### src/mnst_pkg.sv
// mnst_pkg: shared types and codes for the midi note state tracker
// holds the event kind codes, the back end states, the queued command beat and the result beat
// no dependencies
`default_nettype none

package mnst_pkg;

	// event kinds as carried in the input tuser
	typedef enum logic [2:0] {
		KIND_NOTE_ON     = 3'd0,
		KIND_NOTE_OFF    = 3'd1,
		KIND_SUSTAIN_ON  = 3'd2,
		KIND_SUSTAIN_OFF = 3'd3,
		KIND_CTRL_CHANGE = 3'd4,
		KIND_PROG_CHANGE = 3'd5,
		KIND_QUERY       = 3'd6,
		KIND_CLEAR_ALL   = 3'd7
	} kind_t;

	// back end sequencing
	typedef enum logic [2:0] {
		BK_IDLE,
		BK_EXEC,
		BK_SWEEP,
		BK_DRAIN,
		BK_RESULT
	} bk_state_t;

	// classified event waiting for the back end
	typedef struct packed {
		kind_t       kind;
		logic        note_ok;
		logic        ctl_ok;
		logic [7:0]  note;
		logic [7:0]  vel;
		logic [31:0] ts;
		logic [7:0]  ctl;
		logic [7:0]  ccv;
		logic [7:0]  prog;
	} cmd_t;

	// one result beat
	typedef struct packed {
		logic       found;
		logic [6:0] recent_note;
		logic       active;
		logic [7:0] velocity;
		logic [7:0] ctl_value;
		logic [7:0] prog;
	} res_t;

	localparam int QueueDepth = 2;

endpackage

`default_nettype wire

### src/mnst_queue.sv
// mnst_queue: short command queue between the front and back ends
// depends on mnst_pkg for cmd_t and QueueDepth
`default_nettype none

module mnst_queue
	import mnst_pkg::*;
(
	input  wire logic clk,
	input  wire logic arst_n,
	input  wire logic in_valid,
	output logic      in_ready,
	input  cmd_t      in_cmd,
	output logic      out_valid,
	input  wire logic out_ready,
	output cmd_t      out_cmd
);

	localparam int PW = $clog2(QueueDepth);
	localparam int CW = $clog2(QueueDepth + 1);

	cmd_t          slot_q [QueueDepth];
	logic [PW-1:0] wr_ptr_q;
	logic [PW-1:0] rd_ptr_q;
	logic [CW-1:0] count_q;
	logic          push;
	logic          pop;

	assign in_ready  = (count_q != CW'(QueueDepth));
	assign out_valid = (count_q != '0);
	assign out_cmd   = slot_q[rd_ptr_q];
	assign push      = in_valid & in_ready;
	assign pop       = out_valid & out_ready;

	// pointers and fill level
	always_ff @(posedge clk or negedge arst_n) begin
		if (!arst_n) begin
			wr_ptr_q <= '0;
			rd_ptr_q <= '0;
			count_q  <= '0;
		end else begin
			if (push) begin
				wr_ptr_q <= (wr_ptr_q == PW'(QueueDepth - 1)) ? '0 : wr_ptr_q + 1'b1;
			end
			if (pop) begin
				rd_ptr_q <= (rd_ptr_q == PW'(QueueDepth - 1)) ? '0 : rd_ptr_q + 1'b1;
			end
			if (push && !pop) begin
				count_q <= count_q + 1'b1;
			end else if (pop && !push) begin
				count_q <= count_q - 1'b1;
			end
		end
	end

	// storage
	always_ff @(posedge clk) begin
		if (push) begin
			slot_q[wr_ptr_q] <= in_cmd;
		end
	end

endmodule

`default_nettype wire

### config.mk
export PLATFORM = sky130hd
export DESIGN_NAME = mnst_queue
export DESIGN_NICKNAME = d
export VERILOG_FILES = /design/src/mnst_pkg.sv /design/src/mnst_queue.sv
export SDC_FILE = /design/constraint.sdc
export NUM_CORES = 1
export LEC_CHECK = 0
export BUFFER_PORTS_ARGS = -buffer_cell sky130_fd_sc_hd__buf_4
export CAP_MARGIN = 0
export CORE_AREA = 2 2 97 117
export DETAILED_ROUTE_END_ITERATION = 6
export DIE_AREA = 0 0 99 119
export GPL_ROUTABILITY_DRIVEN = 0
export GPL_TIMING_DRIVEN = 0
export HOLD_SLACK_MARGIN = 0.08
export PLACE_DENSITY = 0.79
export SLEW_MARGIN = 20
export SYNTH_ARGS = -nofsm -noshare
export SYNTH_HDL_FRONTEND = slang
export SYNTH_SLANG_ARGS = --single-unit
export TNS_END_PERCENT = 10
### constraint.sdc
create_clock -name clk -period 7.6 [get_ports clk]
set_input_delay 0.38 -clock clk [delete_from_list [all_inputs] [get_ports clk]]
set_output_delay 0.38 -clock clk [all_outputs]
set_load 0.01 [all_outputs]
==> metrics.md <==
| Metric | Value |
|---|---|
| Clock Skew | between 0.006 and 0.007 ns |
| Net Sw Frac | 0.2767 |
| Iter 0 DRT Violations | 110 |
| Post-synthesis compound-gate area fraction | 0 |
| Hold Crit Class | primary input to register |
| Fin nets | roughly 520 |
| LEAKAGE | 3.038 nW |
| Final Max Tran Viols | 0 |
| Placed cell areas | around 7300 µm² |
| Post-Synthesis Cells | 258 |
| Clock Tree Root | clkbuf_16 |
| Share of post-route cells with drive strength above 1 | 0.6211 |
| Worst Hold Margin | approximately 0.15 ns |
| Num CTS Buffers | 17 |
| Post-CTS sizing | 0 |
| Half-perimeter wire length after detailed placement | ~7000 µm |
| Vias in the first global route | roughly 3100 |
| Clock slew at reported path FFs | about 0.06 ns |
| Most frequent cells in the layout | buf_4 (159), edfxtp_1 (154), mux2_2 (57) |
| Worst setup SP type | register |
| Comb power frac | 0.332 |
| Largest net degree at the start of global routing | between 50 and 60 |
| Slew headroom | 0.7453 |
| Deepest clock path buffer count | 2 |
| Seq/Total Area, Yosys | 0.8103 |
| Post-CTS setup buffers | 0 |
| VDD IR max | ~0.00023 V |
| Area Overhead vs Synth | 35.04% |
| Run status | finished, final reports clean |
| Flops & latches, synth | approximately 160 |
| Hold_buf cts | 1 |
| Vias | about 2900 |
| Hold Violations, Final | 0 |
| Min Clock Period, post-route | just over 2 ns |
| Drt pass-1 iters | 4 |
| Most common cell after layout, fill and taps aside | buf_4 |
| Vias/cell | ~5 |
| Pwr Density | roughly 390 nW/µm² |
| Syn Area/Cell | between 20 and 25 µm² |
| CP Capture Type | output port |
| Final instance area | a little under 8000 µm² |
| Area share of fa/ha/maj cells after synthesis | 0.002146 |
| GRT Util Overall | 0.1836 |
| XOR/XNOR Fraction of Synth Area | 0.007511 |
| Antenna violations before repair | 0 |
| Worst-skew pair later-pin latency | ~0.41 ns |
| Netlist cell types | 15 |
| Power share of the clock group | 0.264 |
| RSZ-0062 raised after global routing | no |
| Total number of clock tree sinks | between 150 and 200 |
| Post-synthesis mux area share | 0.1616 |
| First-pass GRT wire length | about 16000 µm |
| # diodes | 0 |
| Post-Syn Nets | 340 |
| CP max FO | 10 |
| Die ar. | ~12000 µm² |
| Max-capacitance violation count | 0 |
| Final setup vio count | 0 |
| Die width | ~99 µm |
| Synth warnings | 0 |
| IO buf count | roughly 160 |
| CTS tree | done |
| CP Data Required Time | roughly 7.2 ns |
| Routed WL per cell | 17.73 µm |
| Core footprint | around 11000 µm² |
| Row count | 42 |
| DRT antenna net count | 0 |
| Netlist Area Pre-Place | between 5000 and 6000 µm² |
| I/O pin cnt | 160 |
| Max Clk Rate | between 400 and 500 MHz |
| # DRC | 0 |
| Crit path arrival time | roughly 1.7 ns |
| Drt total wl | around 10000 µm |
| Largest family of logic cells by synthesized area | multiplexers |
| Cell Int Power | between 2 and 2.5 mW |
| Crit Path Class | register to output port |
| Post-Synth Simple-Gate Area | 0.005794 |
| NetSw | 0.8501 mW |
| Fin crit share | 0.2726 |
| H-tree Lvls | 4 |
| Register share of total power | 0.404 |
| Starting utilization of the core area | 0.5412 |
| Total grt overflow | 0 |
| Die Span Y | roughly 120 µm |
| Tightest Pin Transition | 0.3820 ns |
| Fin Setup TNS | 0 ns |
worst max-delay path: stages, from the launching register on:
cell	delay, ns
dfrtp_1	0.35
buf_6	0.12
buf_6	0.16
buf_6	0.19
mux2_4	0.32
buf_4	0.15
synth_stat cells, drive strengths merged:
cell	instances	area, µm²
edfxtp	154	4624
mux2	77	942.2
buf	9	70.06
dfrtp	4	100.1
xnor2	3	26.28
nand2	2	7.510
nor2	2	7.510
xor2	2	17.52
and3	1	6.260
ha	1	12.51
inv	1	3.750
nand2b	1	6.260
or2	1	6.260
through the flow:
step	worst slack, ns	total power [mW]	cells	utilization
after floorplan	3.175	1.836	258	-
after detailed placement	5.770	2.297	553	0.6767
after CTS	5.490	3.112	586	0.7309
after global routing	5.459	3.212	586	0.7309
final	5.528	3.073	586	0.7309
after global placement	1.615	2.252	549	0.6674
layout make-up:
type | count | area (µm²)
Sequential cell | 158 | 4725
Fill cell | 660 | 2899
Timing Repair Buffer | 164 | 1291
Multi-Input combinational cell | 90 | 1045
Clock buffer | 18 | 429.2
Tap cell | 132 | 165.2
Clock inverter | 14 | 145.1
Buffer | 9 | 70.07
Inverter | 1 | 3.754
registers in the layout (all words and copies together), names as in the netlist:
signal    flops
slot_q      154
wr_ptr_q      1
count_q       2
rd_ptr_q      1
routing by layer:
metal,GRT usage,up-vias,share of wire
li1,-,1383,-
met1,0.2037,1448,0.36
met2,0.3171,105,0.55
met3,0.06221,10,0.072
met4,0.08305,0,0.014
met5,0,-,0
cells by family (layout without fill, tap and decap cells):
family,count (synthesis),in the layout
flops,158,158
buf+inv,10,206
fa+ha+maj,1,1
simple gates,7,7
mux,77,77
xor+xnor,5,5
power groups by stage:
stage          Sequential [mW]  Clock (mW)  Combinational [mW]
2_1_floorplan             1.26           0               0.575
3_3_place_gp              1.28           0               0.975
3_5_place_dp              1.26           0                1.04
4_1_cts                   1.24       0.827                1.04
5_1_grt                   1.26       0.865                1.09
6_report                  1.24       0.811                1.02
worst paths after layout:
path                            start             to  slack, ns  depth (start not counted)
setup / recovery             rd_ptr_q    out_cmd[35]       5.53                          5
hold / removal             in_cmd[61]  slot_q[1][61]       0.15                          1
setup reg to reg           count_q[0]   slot_q[0][5]       5.77                          6
hold reg to reg            count_q[1]     count_q[1]       0.51                          1
max in group asynchronous      arst_n       rd_ptr_q       7.19                          2
min in group asynchronous      arst_n       wr_ptr_q       0.30                          2
Power figures use the tool's default switching activity.
